<file path="src/hw/rtl/pctdec_pkg.sv">
// Shared types, constants and hex helpers for the percent decoder.
`default_nettype none
package pctdec_pkg;

	localparam logic [7:0] PCT_CHAR  = 8'h25;
	localparam logic [7:0] NIB_MASK  = 8'h0f;
	localparam logic [7:0] HI_MASK   = 8'hf0;
	localparam int         Q_DEPTH   = 4;
	localparam int         Q_PTR_W   = 2;
	localparam int         Q_CNT_W   = 3;
	localparam int         MAX_BURST = 3;

	typedef struct packed {
		logic [7:0] in_byte;
		logic       is_last;
	} in_req_t;

	typedef struct packed {
		logic [7:0] out_byte;
		logic       run_last;
		logic       string_done;
		logic       overflow;
	} out_req_t;

	// One decoded item's worth of output, 1 to 3 bytes.
	typedef struct packed {
		logic [MAX_BURST-1:0][7:0] bytes;
		logic [1:0]                n;
		logic                      done;
		logic                      ovf;
	} entry_t;

	typedef struct packed {
		logic full;
		logic empty;
	} q_stat_t;

	function automatic logic hex_ok(input logic [7:0] c);
		logic r;
		r = ((c >= 8'h30) && (c <= 8'h39)) ||
		    ((c >= 8'h61) && (c <= 8'h66)) ||
		    ((c >= 8'h41) && (c <= 8'h46));
		return r;
	endfunction

	function automatic logic [3:0] hex_val(input logic [7:0] c);
		logic [7:0] v;
		v = 8'h00;
		if ((c >= 8'h30) && (c <= 8'h39)) begin
			v = c - 8'h30;
		end else if ((c >= 8'h61) && (c <= 8'h66)) begin
			v = c - 8'h57;
		end else if ((c >= 8'h41) && (c <= 8'h46)) begin
			v = c - 8'h37;
		end
		return v[3:0];
	endfunction

	function automatic logic [7:0] hex_pair(input logic [7:0] hi, input logic [7:0] lo);
		logic [7:0] r;
		r = (({4'h0, hex_val(hi)} << 4) & HI_MASK) | ({4'h0, hex_val(lo)} & NIB_MASK);
		return r;
	endfunction

endpackage
`default_nettype wire

</file>
<file path="src/hw/rtl/pctdec_front.sv">
// Front end: escape parsing, output limit accounting, queue entry build.
`default_nettype none
module pctdec_front #(
	parameter int COUNT_WIDTH = 16
) (
	input  wire                     clk,
	input  wire                     arst_n,
	input  wire                     accept,
	input  pctdec_pkg::in_req_t     req,
	input  wire [15:0]              limit,
	output logic                    push,
	output pctdec_pkg::entry_t      entry
);

	localparam int CMPW = ((COUNT_WIDTH > 16) ? COUNT_WIDTH : 16) + 2;

	logic [1:0]             pend_q;
	logic [7:0]             held_q;
	logic [COUNT_WIDTH-1:0] cnt_q;
	logic                   ovf_q;

	logic [1:0]             pend_n;
	logic [7:0]             held_n;
	logic [2:0][7:0]        cand;
	logic [1:0]             nc;
	logic [2:0]             ok;
	logic [1:0]             nout;
	logic                   ovf_n;
	logic [CMPW-1:0]        cnt_ext;
	logic [CMPW-1:0]        lim_ext;
	logic [CMPW-1:0]        cmax_ext;
	logic [7:0]             b;

	assign b        = req.in_byte;
	assign cnt_ext  = CMPW'(cnt_q);
	assign lim_ext  = CMPW'(limit);
	assign cmax_ext = CMPW'((64'd1 << COUNT_WIDTH) - 64'd1);

	always_comb begin
		pend_n = pend_q;
		held_n = held_q;
		cand   = '0;
		nc     = 2'd0;
		case (pend_q)
			2'd1: begin
				if (pctdec_pkg::hex_ok(b)) begin
					held_n = b;
					pend_n = 2'd2;
				end else begin
					cand[0] = pctdec_pkg::PCT_CHAR;
					nc      = 2'd1;
					if (b == pctdec_pkg::PCT_CHAR) begin
						pend_n = 2'd1;
					end else begin
						cand[1] = b;
						nc      = 2'd2;
						pend_n  = 2'd0;
					end
				end
			end
			2'd2: begin
				if (pctdec_pkg::hex_ok(b)) begin
					cand[0] = pctdec_pkg::hex_pair(held_q, b);
					nc      = 2'd1;
					pend_n  = 2'd0;
				end else begin
					cand[0] = pctdec_pkg::PCT_CHAR;
					cand[1] = held_q;
					nc      = 2'd2;
					if (b == pctdec_pkg::PCT_CHAR) begin
						pend_n = 2'd1;
					end else begin
						cand[2] = b;
						nc      = 2'd3;
						pend_n  = 2'd0;
					end
				end
			end
			default: begin
				if (b == pctdec_pkg::PCT_CHAR) begin
					pend_n = 2'd1;
				end else begin
					cand[0] = b;
					nc      = 2'd1;
					pend_n  = 2'd0;
				end
			end
		endcase

		// flush a cut-short escape at end of URI
		if (req.is_last) begin
			if (pend_n == 2'd1) begin
				case (nc)
					2'd0:    cand[0] = pctdec_pkg::PCT_CHAR;
					2'd1:    cand[1] = pctdec_pkg::PCT_CHAR;
					default: cand[2] = pctdec_pkg::PCT_CHAR;
				endcase
				nc = nc + 2'd1;
			end else if (pend_n == 2'd2) begin
				cand[0] = pctdec_pkg::PCT_CHAR;
				cand[1] = held_n;
				nc      = 2'd2;
			end
		end
	end

	always_comb begin
		for (int k = 0; k < 3; k++) begin
			ok[k] = !ovf_q && ((cnt_ext + CMPW'(k)) < lim_ext) &&
			        ((cnt_ext + CMPW'(k)) < cmax_ext);
		end
		nout = 2'(((nc > 2'd0) && ok[0]) ? 1 : 0) +
		       2'(((nc > 2'd1) && ok[1]) ? 1 : 0) +
		       2'(((nc > 2'd2) && ok[2]) ? 1 : 0);
		ovf_n = ovf_q || (nc > nout);
		if (req.is_last && ovf_n) begin
			entry.bytes = '0;
			entry.n     = 2'd1;
			entry.done  = 1'b1;
			entry.ovf   = 1'b1;
		end else begin
			entry.bytes = cand;
			entry.n     = nout;
			entry.done  = req.is_last;
			entry.ovf   = 1'b0;
		end
		push = accept && (entry.n != 2'd0);
	end

	always_ff @(posedge clk or negedge arst_n) begin
		if (!arst_n) begin
			pend_q <= 2'd0;
			held_q <= 8'h00;
			cnt_q  <= '0;
			ovf_q  <= 1'b0;
		end else if (accept) begin
			if (req.is_last) begin
				pend_q <= 2'd0;
				held_q <= 8'h00;
				cnt_q  <= '0;
				ovf_q  <= 1'b0;
			end else begin
				pend_q <= pend_n;
				held_q <= held_n;
				cnt_q  <= cnt_q + COUNT_WIDTH'(nout);
				ovf_q  <= ovf_n;
			end
		end
	end

endmodule
`default_nettype wire

</file>
<file path="src/hw/rtl/pctdec_queue.sv">
// Short entry queue between the parser and the byte serializer.
`default_nettype none
module pctdec_queue (
	input  wire                    clk,
	input  wire                    arst_n,
	input  wire                    push,
	input  pctdec_pkg::entry_t     wr_entry,
	input  wire                    pop,
	output pctdec_pkg::entry_t     rd_entry,
	output pctdec_pkg::q_stat_t    stat
);

	pctdec_pkg::entry_t                   mem_q [pctdec_pkg::Q_DEPTH];
	logic [pctdec_pkg::Q_PTR_W-1:0]       wr_q;
	logic [pctdec_pkg::Q_PTR_W-1:0]       rd_q;
	logic [pctdec_pkg::Q_CNT_W-1:0]       cnt_q;

	assign stat.full  = (cnt_q == pctdec_pkg::Q_CNT_W'(pctdec_pkg::Q_DEPTH));
	assign stat.empty = (cnt_q == '0);
	assign rd_entry   = mem_q[rd_q];

	always_ff @(posedge clk) begin
		if (push) begin
			mem_q[wr_q] <= wr_entry;
		end
	end

	always_ff @(posedge clk or negedge arst_n) begin
		if (!arst_n) begin
			wr_q  <= '0;
			rd_q  <= '0;
			cnt_q <= '0;
		end else begin
			if (push) begin
				wr_q <= wr_q + 1'b1;
			end
			if (pop) begin
				rd_q <= rd_q + 1'b1;
			end
			if (push && !pop) begin
				cnt_q <= cnt_q + 1'b1;
			end else if (pop && !push) begin
				cnt_q <= cnt_q - 1'b1;
			end
		end
	end

	a_no_overrun: assert property (@(posedge clk) disable iff (!arst_n)
		push |-> !stat.full)
		else $error("queue push while full");
	a_no_underrun: assert property (@(posedge clk) disable iff (!arst_n)
		pop |-> !stat.empty)
		else $error("queue pop while empty");
	a_cnt_range: assert property (@(posedge clk) disable iff (!arst_n)
		cnt_q <= pctdec_pkg::Q_CNT_W'(pctdec_pkg::Q_DEPTH))
		else $error("queue count out of range");
	a_entry_nonempty: assert property (@(posedge clk) disable iff (!arst_n)
		push |-> (wr_entry.n != 2'd0))
		else $error("empty entry pushed");

endmodule
`default_nettype wire

</file>
<file path="src/hw/rtl/pctdec_back.sv">
// Back end: walks queue entries byte by byte into the output register.
`default_nettype none
module pctdec_back (
	input  wire                    clk,
	input  wire                    arst_n,
	input  pctdec_pkg::entry_t     head,
	input  pctdec_pkg::q_stat_t    stat,
	output logic                   pop,
	input  wire                    out_stall,
	output logic                   out_valid,
	output pctdec_pkg::out_req_t   out_req
);

	logic                 out_valid_q;
	pctdec_pkg::out_req_t out_q;
	logic [1:0]           idx_q;
	logic                 load;
	logic                 is_end;
	logic [7:0]           cur;

	assign load      = !out_valid_q || !out_stall;
	assign is_end    = (idx_q == (head.n - 2'd1));
	assign pop       = load && !stat.empty && is_end;
	assign out_valid = out_valid_q;
	assign out_req   = out_q;

	always_comb begin
		case (idx_q)
			2'd0:    cur = head.bytes[0];
			2'd1:    cur = head.bytes[1];
			default: cur = head.bytes[2];
		endcase
	end

	always_ff @(posedge clk) begin
		if (load && !stat.empty) begin
			out_q.out_byte    <= cur;
			out_q.run_last    <= is_end;
			out_q.string_done <= is_end && head.done;
			out_q.overflow    <= head.ovf;
		end
	end

	always_ff @(posedge clk or negedge arst_n) begin
		if (!arst_n) begin
			out_valid_q <= 1'b0;
			idx_q       <= 2'd0;
		end else if (load) begin
			out_valid_q <= !stat.empty;
			if (!stat.empty) begin
				idx_q <= is_end ? 2'd0 : idx_q + 2'd1;
			end
		end
	end

	a_idx_in_entry: assert property (@(posedge clk) disable iff (!arst_n)
		!stat.empty |-> (idx_q < head.n))
		else $error("byte index past entry length");
	a_idle_idx: assert property (@(posedge clk) disable iff (!arst_n)
		stat.empty |-> (idx_q == 2'd0))
		else $error("byte index left nonzero with queue empty");
	a_ovf_single: assert property (@(posedge clk) disable iff (!arst_n)
		(out_valid_q && out_q.overflow) |-> (out_q.run_last && out_q.string_done))
		else $error("overflow marker not a single closing result");

endmodule
`default_nettype wire

</file>
<file path="src/hw/rtl/percent_decoder.sv">
// Top level of the URI percent decoder.
//
//  channel | handshake            | payload
//  --------+----------------------+-------------------------------
//  in      | in_valid / in_stall  | in_req  (in_byte, is_last)
//  out     | out_valid / out_stall| out_req (out_byte, run_last,
//          |                      |          string_done, overflow)
//  cfg     | cfg_valid / cfg_ready| cfg_data (output_limit)
//
// Unless stalled, one input byte is parsed per cycle into 0 to 3 bytes, sent one per cycle.
// A four-entry queue sits between parser and serializer; in_stall is raised only when full.
// Unstalled rate is one byte per cycle in and out, set by the single output register.
// Reset clears parser state, queue and output valid; output_limit returns to 4096.
// out_stall holds the output register; the queue absorbs bursts until it fills.
`default_nettype none
module percent_decoder #(
	parameter int COUNT_WIDTH = 16
) (
	input  wire                    clk,
	input  wire                    arst_n,
	input  wire                    in_valid,
	output logic                   in_stall,
	input  pctdec_pkg::in_req_t    in_req,
	output logic                   out_valid,
	input  wire                    out_stall,
	output pctdec_pkg::out_req_t   out_req,
	input  wire                    cfg_valid,
	output logic                   cfg_ready,
	input  wire [15:0]             cfg_data
);

	logic [15:0]          limit_q;
	logic                 accept;
	logic                 push;
	logic                 pop;
	pctdec_pkg::entry_t   wr_entry;
	pctdec_pkg::entry_t   rd_entry;
	pctdec_pkg::q_stat_t  stat;

	assign cfg_ready = 1'b1;
	assign in_stall  = stat.full;
	assign accept    = in_valid && !in_stall;

	always_ff @(posedge clk or negedge arst_n) begin
		if (!arst_n) begin
			limit_q <= 16'd4096;
		end else if (cfg_valid && cfg_ready) begin
			limit_q <= cfg_data;
		end
	end

	pctdec_front #(
		.COUNT_WIDTH(COUNT_WIDTH)
	) u_front (
		.clk   (clk),
		.arst_n(arst_n),
		.accept(accept),
		.req   (in_req),
		.limit (limit_q),
		.push  (push),
		.entry (wr_entry)
	);

	pctdec_queue u_queue (
		.clk     (clk),
		.arst_n  (arst_n),
		.push    (push),
		.wr_entry(wr_entry),
		.pop     (pop),
		.rd_entry(rd_entry),
		.stat    (stat)
	);

	pctdec_back u_back (
		.clk      (clk),
		.arst_n   (arst_n),
		.head     (rd_entry),
		.stat     (stat),
		.pop      (pop),
		.out_stall(out_stall),
		.out_valid(out_valid),
		.out_req  (out_req)
	);

endmodule
`default_nettype wire
</file>
<file path="config.mk">
export PLATFORM = sky130hd
export DESIGN_NAME = percent_decoder
export DESIGN_NICKNAME = d
export VERILOG_FILES = /design/src/hw/rtl/pctdec_pkg.sv /design/src/hw/rtl/pctdec_front.sv /design/src/hw/rtl/pctdec_queue.sv /design/src/hw/rtl/pctdec_back.sv /design/src/hw/rtl/percent_decoder.sv
export SDC_FILE = /design/constraint.sdc
export NUM_CORES = 1
export LEC_CHECK = 0
export BUFFER_PORTS_ARGS = -buffer_cell sky130_fd_sc_hd__buf_2
export CORE_MARGIN = 1
export CORE_UTILIZATION = 30
export DETAILED_ROUTE_END_ITERATION = 6
export MAX_ROUTING_LAYER = met4
export PLACE_DENSITY = 0.57
export REMOVE_ABC_BUFFERS = 1
export SLEW_MARGIN = 20
export SYNTH_ARGS = -nofsm -noshare
export SYNTH_HDL_FRONTEND = slang
export SYNTH_SLANG_ARGS = --single-unit
</file>
<file path="constraint.sdc">
create_clock -name clk -period 15 [get_ports clk]
set_clock_uncertainty 0.05 [all_clocks]
set_input_delay 3 -clock clk [delete_from_list [all_inputs] [get_ports clk]]
set_output_delay 3 -clock clk [all_outputs]
set_load 0.01 [all_outputs]
</file>
# --- Word level (Yosys, flattened, before mapping) ---
# Memory sizes are Yosys's and may differ from the RTL's.
# Index checks and enable logic that the tools add are counted.
totals:
  out_inout_bits: 14
  elab_cells: 160
  in_bits: 30
  ram_bits: 112
  reg_bits: 64
  mem_count: 1
mem_list:
  columns: ["memory", "depth", "width", "read_ports", "rd_clocked_by_memory_dff", "wr", "line_no", "text"]
  rows:
  - ["u_queue.mem_q", 4, 28, 1, 0, 1, "pctdec_queue.sv:13", "pctdec_pkg::entry_t mem_q [pctdec_pkg::Q_DEPTH];"]
classes:
  addsub: 18
  n_reduce_logical: 41
  n_eq_ne: 9
  n_bitwise: 2
  n_mux: 53
  magnitude_cmp: 22
ops:
  columns: ["op", "n"]
  rows:
  - ["$mux 16", 5]
  - ["$mux 8", 10]
  - ["$pmux 8 s2", 3]
  - ["$mux 4", 10]
  - ["$lt 18x16->1", 2]
  - ["$lt 18x16->1 const B", 2]
  - ["$ge 8x7->1 const B", 4]
  - ["$le 8x7->1 const B", 4]
  - ["$mux 28", 1]
  - ["$mux 24", 1]
  - ["$logic_and 1x1->1", 23]
  - ["$mux 2", 10]
  - ["$add 16x1->17 const B", 1]
  - ["$add 16x2->17 const B", 1]
  - ["$add 16x2->16", 1]
  - ["$ge 8x6->1 const B", 2]
  - ["$le 8x6->1 const B", 2]
  - ["$lt 16x16->1", 1]
  - ["$lt 16x16->1 const B", 1]
  - ["$sub 4x3->4 const B", 4]
  - ["$mux 1", 9]
  - ["$add 2x1->2 const B", 4]
  - ["$eq 2x1->1 const B", 4]
  - ["$eq 8x6->1 const B", 1]
  - ["other kinds (22)", 39]

# --- Longest topological paths before layout ---
# Gate-level depths: netlist of run 1.
depth:
  ltp_word: 25
  mapped_depth: 29
  depth_no_buf: 28

# --- Modules after synthesis ---
# A second synthesis of run 1 with hierarchy kept.
unflattened:
  hier_cells: 816
  area_unflattened_um2: 9957.0
modules_own_cells:
  columns: ["mod", "instances", "seq_area_each_um2", "cells_per_inst", "area_each_um2"]
  rows:
  - ["pctdec_queue", 1, 3538.4, 180, 4435.5]
  - ["pctdec_front", 1, 675.6, 540, 4181.5]
  - ["pctdec_back", 1, 405.4, 59, 671.9]
  - ["percent_decoder", 1, 401.6, 37, 668.1]

# --- Worst setup path before layout of run 1 ---
# Ideal clock, no wire load.
synth_timing:
  path_kind: "input -> register"
  start: "in in_req[2] (netlist bit)"
  end: "reg u_queue.cnt_q[1] (netlist bit)"
  slack_ps: 6651
  stages: 25
  required_ps: 14825
  t_arrival_ps: 8174
  cell_sequence: "clkbuf_1 > inv_1 > ha_1 > or3b_1 > and3_1 > a211oi_2 > o21ai_0 > ha_1 > o22ai_1 > nand2_1 > nor4_1 > fa_1 > inv_1 > ha_1 > nor2b_1 > o21ai_1 > nand2_1 > nand2_2 > inv_2 > or2_1 > o21a_1 > ha_1 > inv_1 > fa_1 > mux2_2"
synth_rtl:
  columns: ["item", "line_no", "text"]
  rows:
  - ["from (decl)", "percent_decoder.sv:23", "input pctdec_pkg::in_req_t in_req,"]
  - ["to (signal assigned)", "pctdec_queue.sv:41", "cnt_q <= cnt_q + 1'b1;"]
  - ["to (signal assigned)", "pctdec_queue.sv:43", "cnt_q <= cnt_q - 1'b1;"]
  - ["to (decl)", "pctdec_queue.sv:16", "logic [pctdec_pkg::Q_CNT_W-1:0] cnt_q;"]

==> flow_summary_export.csv, run 1 <==
group,metric,value,unit
status,status,"finished clean",
pwr,peakVddDrop,0.00007778,V
grt,grt_pass1_wl,37850,um
synth,synth_cell_types,74,
cts,clk_transition_reported_paths,0.08,ns
grt,overflow,0,
cts,hold_buffers,0,
pwr,p_leak,4.309,nW
synth,synth-edff-count,123,
final_layout,syn2layout_area_growth,11.84,%
sta,period_share,57.46,%
worst_setup_path,reg2reg_slack,8.25,ns
synth,syn_area,9916,sq um
sta,tightestPinTransition,0.8199,ns
routing,viasPerCell,4.968,
final_layout,multiInputGateArea,4492,sq um
sta,holdWs,0.4423,ns
cts,cts_setup_buffers,0,
floorplanning,die_x,183.8,um
grt,grt_max_degree,54,
cts,ctsHtreeMaxLevel,4,
placed_design,hpwl,16540,um
floorplanning,core_area,32540,sq um
cts,clock_latency,0.43,ns
cts,cts_resized,0,
worst_setup_path,endpoint_kind,"register",
worst_setup_path,rr_startpoint,"u_front.cnt_q[4]$_DFFE_PN0P_",
sta,slew_headroom,45.14,%
pwr,finalPower,1.618,mW
floorplanning,initial_core_util,30.48,%
sta,setup_viol,0,
sta,rsz0062_at_grt,"false",
cts,clockBufferDepth,2,
sta,fin_crit,8.619,ns
final_layout,seq_area,5022,sq um
grt,grt_pass1_vias,6730,
worst_setup_path,cp-startpoint,"in_req[1]",
sta,hold_viol,0,
routing,vias,6568,
routing,ant_nets,0,
cts,cts_buffers,17,
worst_setup_path,cp.arrival,8.89,ns
routing,first_pass_iters,5,
synth,synthFlopType,"edfxtp_1",
pwr,p_per_area,145.9,nW/um^2
grt,antenna_found_initial,0,
cts,cts_tree,"yes",
worst_setup_path,cp.required,15.27,ns
min_path,worstHoldPathType,"reg2reg",
synth,ys_ff_latch,176,
final_layout,antenna_cells,0,
synth,async_flop_share,30.11,%
worst_setup_path,setup.worst_path.class,"in2reg",
sta,clock.fmax,116.0,MHz
grt,track_usage,15.09,%
final_layout,final_cell_count_no_fill,1322,
worst_setup_path,cp_max_fo,12,
floorplanning,dieArea,33780,sq um
synth,yosysWarnings,0,
synth,syn_area_per_cell,11.64,sq um
worst_setup_path,start_kind,"input pin",
placed_design,port-buffer-count,42,
min_path,hold_depth,1,
synth,yosysSeqAreaShare,50.64,%
cts,cts.sinks,176,
routing,drt-total-wl,23450,um
placed_design,place.gp.congestion,0.9166,
placed_design,place_inst,1290,
final_layout,fin_nets,972,
worst_setup_path,r2r-end,"u_queue.cnt_q[1]$_DFFE_PN0P_",
cts,root_buffer,"clkbuf_16",
worst_setup_path,r2r_cells,24,
placed_design,post-place-ws,5.917,ns
final_layout,nFillCells,3268,
final_layout,drive_gt1_share,15.11,%
floorplanning,rows,66,
sta,slew_viol_final,0,
synth,syn-instance-count,852,
sta,fin_setup_tns,0,ns
routing,drcViolationCount,0,
routing,drtIter0Drc,516,
flow_run,maxCapViolations,0,
worst_setup_path,critPathCapture,"u_queue.cnt_q[1]$_DFFE_PN0P_",
floorplanning,ios,44,
floorplanning,die_h,183.8,um
routing,wl_per_cell,17.74,um
sta,layout_setup_ws,6.381,ns
## flip-flops by register name, summed over array words and instances (netlist names), 2 cells and up
name,count
u_back.out_req,11
u_front.pend_q,2
limit_q,16
u_front.held_q,8
u_back.idx_q,2
u_queue.wr_q,2
u_front.cnt_q,16
u_queue.cnt_q,3
u_queue.mem_q,112
u_queue.rd_q,2
## cells in the final DEF (no fill, tap or decap), types with 4 or more instances in the layout
master | synthesis | layout
o211ai_1 | 9 | 9
edfxtp_1 | 123 | 123
a22oi_1 | 4 | 4
nand4_1 | 12 | 12
buf_4 | 3 | 6
nor2_1 | 50 | 50
nand3_1 | 21 | 21
a221o_1 | 8 | 8
ha_1 | 72 | 72
or3_1 | 8 | 8
nor2b_1 | 16 | 16
inv_1 | 43 | 43
nor4_1 | 6 | 6
and2_1 | 11 | 8
dfrtp_1 | 52 | 51
a22o_1 | 8 | 8
a21o_1 | 5 | 5
a21oi_1 | 43 | 43
inv_8 | 0 | 6
xor2_1 | 23 | 23
or2_1 | 5 | 5
buf_2 | 19 | 42
o21ai_0 | 59 | 59
o22ai_1 | 5 | 5
mux4_2 | 28 | 28
clkbuf_16 | 0 | 17
mux2_2 | 4 | 4
a32oi_1 | 5 | 5
nand2_1 | 72 | 72
nor3_1 | 12 | 12
xnor2_1 | 18 | 18
o21a_1 | 9 | 9
and3_1 | 5 | 5
## layer usage
metal	up-vias	part of all wire [%]	GRT usage [%]
met5	-	0	-
met4	0	1.6	4.733
met3	23	3.1	2.437
met2	143	49	25.17
met1	3222	46	18.69
li1	3180	-	-
## worst max-delay path: stages
cell and delay, ns:
buf_2 0.17, inv_1 0.17, ha_1 0.19, or3b_1 0.37, and3_1 0.24, a211oi_2 0.41
o21ai_0 0.23, ha_1 0.34, o22ai_1 0.16, nand2_1 0.14, nor4_1 0.41, fa_1 0.31
inv_1 0.11, ha_1 0.29, nor2b_1 0.13, o21ai_1 0.15, nand2_1 0.19, nand2_2 0.17
inv_2 0.11, or2_1 0.28, o21a_1 0.28, ha_1 0.26, inv_1 0.07, fa_1 0.41
mux2_2 0.27
## metrics by stage
stage / area (sq um) / utilization (%)
global route: 11090 / 34.08
global placement: 10490 / 32.25
finish: 11090 / 34.08
CTS: 11090 / 34.08
floorplan: 9678 / -
detailed placement: 10490 / 32.25
## worst min-delay path by stage
stage,start,to,slack (ns)
after floorplan,u_queue.cnt_q[2]$_DFFE_PN0P_,u_queue.cnt_q[2]$_DFFE_PN0P_,0.40
after global routing,u_queue.cnt_q[2]$_DFFE_PN0P_,u_queue.cnt_q[2]$_DFFE_PN0P_,0.46
final,u_queue.cnt_q[2]$_DFFE_PN0P_,u_queue.cnt_q[2]$_DFFE_PN0P_,0.44
after CTS,u_queue.cnt_q[2]$_DFFE_PN0P_,u_queue.cnt_q[2]$_DFFE_PN0P_,0.44
after detailed placement,u_queue.cnt_q[2]$_DFFE_PN0P_,u_queue.cnt_q[2]$_DFFE_PN0P_,0.43
after global placement,u_back.out_valid$_DFFE_PN0N_,u_back.out_valid$_DFFE_PN0N_,0.43
## power breakdown
| part | leakage [nW] | internal, mW | switching [mW] |
|---|---|---|---|
| combinational | 2.17 | 0.210 | 0.275 |
| sequential | 1.84 | 0.641 | 0.0438 |
| clock | 0.295 | 0.227 | 0.222 |
## final cells by class
cell class	count	share of cell area [%]
tap	442	4.987
clock buffer	17	3.836
multi-input combinational	579	40.51
timing repair buffer	48	2.302
sequential	176	45.29
inverter	45	1.523
clock inverter	15	1.557
## Yosys cell counts, types with 18 or more instances
cell      instances  area [sq um]
xor2_1           23         201.4
mux4_2           28         630.6
dfrtp_1          52          1301
a21oi_1          43         215.2
nor2_1           50         187.7
ha_1             72         900.9
edfxtp_1        123          3694
clkbuf_1         27         101.4
buf_2            19         95.09
nand3_1          21         105.1
o21ai_0          59         295.3
inv_1            43         161.4
nand2_1          72         270.3
xnor2_1          18         157.7
## cells by family after synthesis
group | synth area share [%]
muxes | 7.117
and+or+nand+nor | 12.24
xor gates and xnor gates | 3.949
DFF | 50.64
buffers and inverters | 4.101
adders and majority gates | 9.691
other | 0.03782
AOI/OAI and AO/OA | 12.23
Power figures use the tool's default switching activity.
==> run 2, diff against run 1 <==
--- a/config.mk
+++ b/config.mk
@@ -10,7 +10,7 @@
 export CORE_UTILIZATION = 30
 export DETAILED_ROUTE_END_ITERATION = 6
 export MAX_ROUTING_LAYER = met4
-export PLACE_DENSITY = 0.57
+export PLACE_DENSITY = 0.58
 export REMOVE_ABC_BUFFERS = 1
 export SLEW_MARGIN = 20
 export SYNTH_ARGS = -nofsm -noshare
==> constraint.sdc (replaced) <==
create_clock -name clk -period 7.5 [get_ports clk]
set_clock_uncertainty 0.05 [all_clocks]
set_input_delay 1.5 -clock clk [delete_from_list [all_inputs] [get_ports clk]]
set_output_delay 1.5 -clock clk [all_outputs]
set_load 0.01 [all_outputs]
==> run 2 against run 1 <==
Against the previous run: first-iteration DRC count is 0.97% higher; utilization up 0.23 points; die area did not move; routed wire length is 3.6% lower; hold slack got worse by 0.0010 ns; critical path depth unchanged; power up 100%.
==> flow_summary_export.csv, run 2 (same netlist as run 1, synthesis figures left out) <==
group,metric,value,unit
placed_design,hpwl,16070,um
worst_setup_path,cp.required,7.78,ns
final_layout,antenna_cells,0,
final_layout,fin_nets,979,
routing,drtIter0Drc,521,
worst_setup_path,endpoint_kind,"register",
grt,track_usage,14.54,%
grt,grtUsageMet2,23.18,%
routing,vias,6655,
grt,gr-usage-met1,18.24,%
routing,ant_nets,0,
floorplanning,ios,44,
grt,grt_max_degree,54,
routing,drt-total-wl,22600,um
grt,grt_pass1_wl,36430,um
cts,hold_buffers,0,
worst_setup_path,setup.worst_path.class,"in2reg",
floorplanning,die_h,183.8,um
final_layout,largest_reg_flops,112,
grt,use_met3,2.892,%
worst_setup_path,cp.arrival,7.03,ns
sta,rsz0062_at_grt,"false",
sta,period_share,89.98,%
sta,slew_viol_final,0,
pwr,p_per_area,292.1,nW/um^2
final_layout,nFillCells,3261,
routing,viasPerCell,5.008,
worst_setup_path,start_kind,"input pin",
floorplanning,die_x,183.8,um
final_layout,reg_top3,"u_queue.mem_q: 112 flops, limit_q: 16 flops, u_front.cnt_q: 16 flops",
flow_run,maxCapViolations,0,
routing,first_pass_iters,5,
pwr,peakVddDrop,0.0001609,V
sta,hold_viol,0,
final_layout,post-route-util,34.31,%
grt,antenna_found_initial,0,
floorplanning,rows,66,
status,status,"finished clean",
grt,overflow,0,
floorplanning,core_area,32540,sq um
final_layout,final_cell_mix,"edfxtp_1, nand2_1, ha_1",
pwr,p_leak,4.348,nW
floorplanning,dieArea,33780,sq um
sta,setup_viol,0,
grt,busiest_layer,"met2",
cts,clk_transition_reported_paths,0.08,ns
cts,cts_tree,"yes",
final_layout,final_common_cell,"edfxtp_1",
routing,wl_per_cell,17.01,um
cts,clock_latency,0.44,ns
final_layout,drive_gt1_share,15.45,%
cts,clockBufferDepth,2,
final_layout,top_register,"u_queue.mem_q",
routing,drcViolationCount,0,
cts,cts_buffers,17,
placed_design,place.gp.congestion,0.8964,
placed_design,port-buffer-count,42,
sta,fin_crit,6.749,ns
min_path,worstHoldPathType,"reg2reg",
cts,cts_setup_buffers,0,
sta,clock.fmax,148.2,MHz
sta,tightestPinTransition,0.7549,ns
cts,cts_resized,0,
sta,slew_headroom,49.68,%
grt,grt_pass1_vias,6588,
cts,ctsHtreeMaxLevel,4,
worst_setup_path,cp_max_fo,10,
cts,root_buffer,"clkbuf_16",
cts,cts.sinks,176,
sta,fin_setup_tns,0,ns
floorplanning,initial_core_util,30.48,%
final_layout,syn2layout_area_growth,12.58,%
[run 2: cell count changes in the layout (fill, tap and decap cells not counted), sizes merged]
cell      delta
clkinvlp     +1
inv          +1
clkinv       -2
buf          +7
[run 2: critical path, stage by stage]
cell and delay (ns):
buf_2 0.21, inv_1 0.09, ha_1 0.21, or3b_1 0.36, and3_1 0.24, a211oi_2 0.28
o21ai_0 0.16, ha_1 0.33, o22ai_1 0.16, nand2_1 0.18, nor4_1 0.44, fa_1 0.31
inv_1 0.10, ha_1 0.29, nor2b_1 0.14, o21ai_1 0.16, nand2_1 0.11, nand2_2 0.14
inv_2 0.05, or2_1 0.27, o21a_1 0.28, ha_1 0.26, inv_1 0.07, fa_1 0.40
mux2_2 0.26
[run 2: final timing paths]
check / cells past startpoint / start / end / slack [ns]
max: 25 / in_req[2] / u_queue.cnt_q[1]$_DFFE_PN0P_ / 0.75
min: 1 / u_queue.cnt_q[2]$_DFFE_PN0P_ / u_queue.cnt_q[2]$_DFFE_PN0P_ / 0.44
max reg2reg: 24 / u_front.cnt_q[4]$_DFFE_PN0P_ / u_queue.cnt_q[1]$_DFFE_PN0P_ / 1.00
min reg2reg: 1 / u_queue.cnt_q[2]$_DFFE_PN0P_ / u_queue.cnt_q[2]$_DFFE_PN0P_ / 0.44
max in group asynchronous: 2 / arst_n / u_queue.rd_q[0]$_DFFE_PN0P_ / 5.72
min in group asynchronous: 2 / arst_n / limit_q[11]$_DFFE_PN0P_ / 1.14
[run 2: metrics by stage]
stage / worst slack (ns) / area, sq um / power, mW / hold WS, ns / instances
3_5_place_dp: 0.2872 / 10540 / 2.377 / 0.4295 / 1297
3_3_place_gp: 0.4416 / 10540 / 2.365 / 0.4224 / 1297
6_report: 0.7514 / 11160 / 3.260 / 0.4412 / 1329
5_1_grt: 0.2995 / 11160 / 3.457 / 0.4541 / 1329
2_1_floorplan: 0.8987 / 9678 / 2.059 / 0.4049 / 800
4_1_cts: 0.7296 / 11160 / 3.307 / 0.4433 / 1329
[run 2: cell type report]
class                   instances  area (sq um)  area share (%)
clock buffers                  17         425.4           3.811
multi-input cells             579          4488           40.20
well taps                     442         553.0           4.954
inverters                      45         168.9           1.513
clock inverters                15         197.7           1.771
repair buffers                 55         307.8           2.757
flip-flops and latches        176          5022           44.99
[run 2: per-layer routing]
metal	wire, um	part of all wire (%)
met1	10380	46
met4	571	2.5
met2	10760	48
met3	897	4.0
met5	0	0
[run 2: report_power, final]
part | internal (mW) | switching, mW | total [mW]
registers | 1.28 | 0.106 | 1.39
clock network | 0.463 | 0.458 | 0.922
logic | 0.429 | 0.523 | 0.952
==> run 3, diff against run 2 <==
--- a/config.mk
+++ b/config.mk
@@ -8,9 +8,10 @@
 export BUFFER_PORTS_ARGS = -buffer_cell sky130_fd_sc_hd__buf_2
 export CORE_MARGIN = 1
 export CORE_UTILIZATION = 30
+export CTS_BUF_LIST = sky130_fd_sc_hd__clkbuf_4
 export DETAILED_ROUTE_END_ITERATION = 6
 export MAX_ROUTING_LAYER = met4
-export PLACE_DENSITY = 0.58
+export PLACE_DENSITY_LB_ADDON = 0.12
 export REMOVE_ABC_BUFFERS = 1
 export SLEW_MARGIN = 20
 export SYNTH_ARGS = -nofsm -noshare
==> run 3 against run 2 <==
Against the previous run: hold slack improved by 0.011 ns; critical endpoint unchanged; largest cell class unchanged; cell count grew 0.15%; via count decreased by 1.4%; maximum frequency grew 3.3%.
==> flow_summary_export.csv, run 3 (same netlist as run 1, synthesis figures left out) <==
group,metric,value,unit
sta,rsz0062_at_grt,"false",
grt,use_met3,2.338,%
routing,drtIter0Drc,351,
floorplanning,dieArea,33780,sq um
final_layout,largest_reg_flops,112,
worst_setup_path,cp.arrival,6.99,ns
worst_setup_path,start_kind,"input pin",
worst_setup_path,cp.required,7.95,ns
placed_design,port-buffer-count,42,
worst_setup_path,rr_startpoint,"u_front.cnt_q[4]$_DFFE_PN0P_",
sta,setup_viol,0,
sta,slew_headroom,35.74,%
cts,cts_buffers,17,
pwr,peakVddDrop,0.0001204,V
cts,cts_tree,"yes",
routing,wl_per_cell,18.74,um
cts,root_buffer,"clkbuf_4",
grt,grtUsageMet2,26.12,%
placed_design,place.gp.congestion,0.8721,
cts,clockBufferDepth,2,
cts,cts.sinks,176,
routing,drcViolationCount,0,
cts,cts_setup_buffers,0,
sta,period_share,87.14,%
pwr,p_leak,4.211,nW
floorplanning,core_area,32540,sq um
final_layout,drive_gt1_share,15.65,%
grt,overflow,0,
final_layout,final_common_cell,"edfxtp_1",
floorplanning,rows,66,
worst_setup_path,critPathCapture,"u_queue.cnt_q[1]$_DFFE_PN0P_",
min_path,worstHoldPathType,"reg2reg",
pwr,finalPower,2.925,mW
worst_setup_path,reg2reg_slack,0.98,ns
worst_setup_path,cp_max_fo,10,
floorplanning,ios,44,
cts,hold_buffers,0,
sta,hold_viol,0,
status,status,"finished clean",
final_layout,fin_nets,980,
grt,antenna_found_initial,1,
grt,grt_pass1_vias,6818,
floorplanning,die_x,183.8,um
floorplanning,die_h,183.8,um
routing,ant_nets,0,
sta,fin_setup_tns,0,ns
sta,slew_viol_final,0,
routing,drt-total-wl,24940,um
sta,fin_crit,6.535,ns
cts,ctsHtreeMaxLevel,4,
final_layout,nFillCells,3353,
cts,clock_latency,0.62,ns
grt,grt_pass1_wl,39510,um
worst_setup_path,r2r_cells,24,
cts,cts_resized,0,
final_layout,top_register,"u_queue.mem_q",
final_layout,reg_top3,"u_queue.mem_q: 112 flops, limit_q: 16 flops, u_front.cnt_q: 16 flops",
grt,grt_max_degree,54,
grt,track_usage,15.99,%
routing,vias,6561,
routing,first_pass_iters,4,
worst_setup_path,setup.worst_path.class,"in2reg",
routing,viasPerCell,4.929,
cts,clk_transition_reported_paths,0.16,ns
grt,gr-usage-met1,20.31,%
sta,tightestPinTransition,0.9639,ns
final_layout,syn2layout_area_growth,9.540,%
sta,clock.fmax,153.0,MHz
placed_design,hpwl,17310,um
grt,busiest_layer,"met2",
flow_run,maxCapViolations,0,
worst_setup_path,endpoint_kind,"register",
worst_setup_path,r2r-end,"u_queue.cnt_q[1]$_DFFE_PN0P_",
floorplanning,initial_core_util,30.48,%
pwr,p_per_area,269.3,nW/um^2
final_layout,final_cell_mix,"edfxtp_1, nand2_1, ha_1",
worst_setup_path,cp-startpoint,"in_req[2]",
[run 3: changes by cell type in the layout (fill, tap and decap cells not counted), sizes merged]
cell      delta
clkinvlp     +1
diode        +1
clkinv       +3
bufinv       +1
buf          +1
inv          -5
[run 3: how the worst min path moves through the flow]
| stage | to | start | slack, ns | cells past startpoint |
|---|---|---|---|---|
| after detailed placement | u_queue.cnt_q[2]$_DFFE_PN0P_ | u_queue.cnt_q[2]$_DFFE_PN0P_ | 0.43 | 1 |
| final | u_queue.cnt_q[2]$_DFFE_PN0P_ | u_queue.cnt_q[2]$_DFFE_PN0P_ | 0.45 | 1 |
| after global placement | u_queue.cnt_q[2]$_DFFE_PN0P_ | u_queue.cnt_q[2]$_DFFE_PN0P_ | 0.43 | 1 |
| after floorplan | u_queue.cnt_q[2]$_DFFE_PN0P_ | u_queue.cnt_q[2]$_DFFE_PN0P_ | 0.40 | 1 |
| after CTS | u_queue.cnt_q[2]$_DFFE_PN0P_ | u_queue.cnt_q[2]$_DFFE_PN0P_ | 0.45 | 1 |
| after global routing | u_queue.cnt_q[2]$_DFFE_PN0P_ | u_queue.cnt_q[2]$_DFFE_PN0P_ | 0.46 | 1 |
[run 3: area by class of cell]
| class | count | area, sq um | area share (%) |
|---|---|---|---|
| flip-flops and latches | 176 | 5026 | 46.27 |
| multi-input cells | 579 | 4492 | 41.35 |
| well taps | 442 | 553.0 | 5.092 |
| repair buffers | 56 | 315.3 | 2.903 |
| clock inverters | 15 | 176.4 | 1.624 |
| inverters | 45 | 168.9 | 1.555 |
| clock buffers | 17 | 127.6 | 1.175 |
| diodes | 1 | 2.502 | 0.02304 |
[run 3: layer usage]
| metal | up-vias | routed length [um] |
|---|---|---|
| met2 | 96 | 12050 |
| li1 | 3195 | - |
| met4 | 0 | 459 |
| met1 | 3246 | 11860 |
| met5 | - | 0 |
| met3 | 24 | 563 |
[run 3: per-stage QoR]
step / util, % / setup WS (ns) / hold WS (ns) / cell area, sq um / instances
after floorplan: - / 0.8987 / 0.4049 / 9678 / 800
after global placement: 32.43 / 0.3792 / 0.4252 / 10550 / 1298
after detailed placement: 32.43 / 0.3038 / 0.4304 / 10550 / 1298
final: 33.38 / 0.9647 / 0.4526 / 10860 / 1331
after CTS: 33.37 / 0.9296 / 0.4517 / 10860 / 1330
after global routing: 33.38 / 0.3706 / 0.4625 / 10860 / 1331
[run 3: worst max-delay path, stage by stage]
cell      delay (ns)
buf_2           0.22
inv_1           0.09
ha_1            0.20
or3b_1          0.37
and3_1          0.25
a211oi_2        0.26
o21ai_0         0.14
ha_1            0.34
o22ai_1         0.16
nand2_1         0.18
nor4_1          0.43
fa_1            0.31
inv_1           0.11
ha_1            0.29
nor2b_1         0.13
o21ai_1         0.15
nand2_1         0.10
nand2_2         0.14
inv_2           0.05
or2_1           0.29
o21a_1          0.29
ha_1            0.26
inv_1           0.07
fa_1            0.39
mux2_2          0.27
[run 3: report_power, final]
group	total (mW)	switching, mW	internal (mW)	leakage, nW
logic	0.906	0.481	0.425	2.21
clock network	0.569	0.388	0.181	0.156
registers	1.45	0.171	1.28	1.84
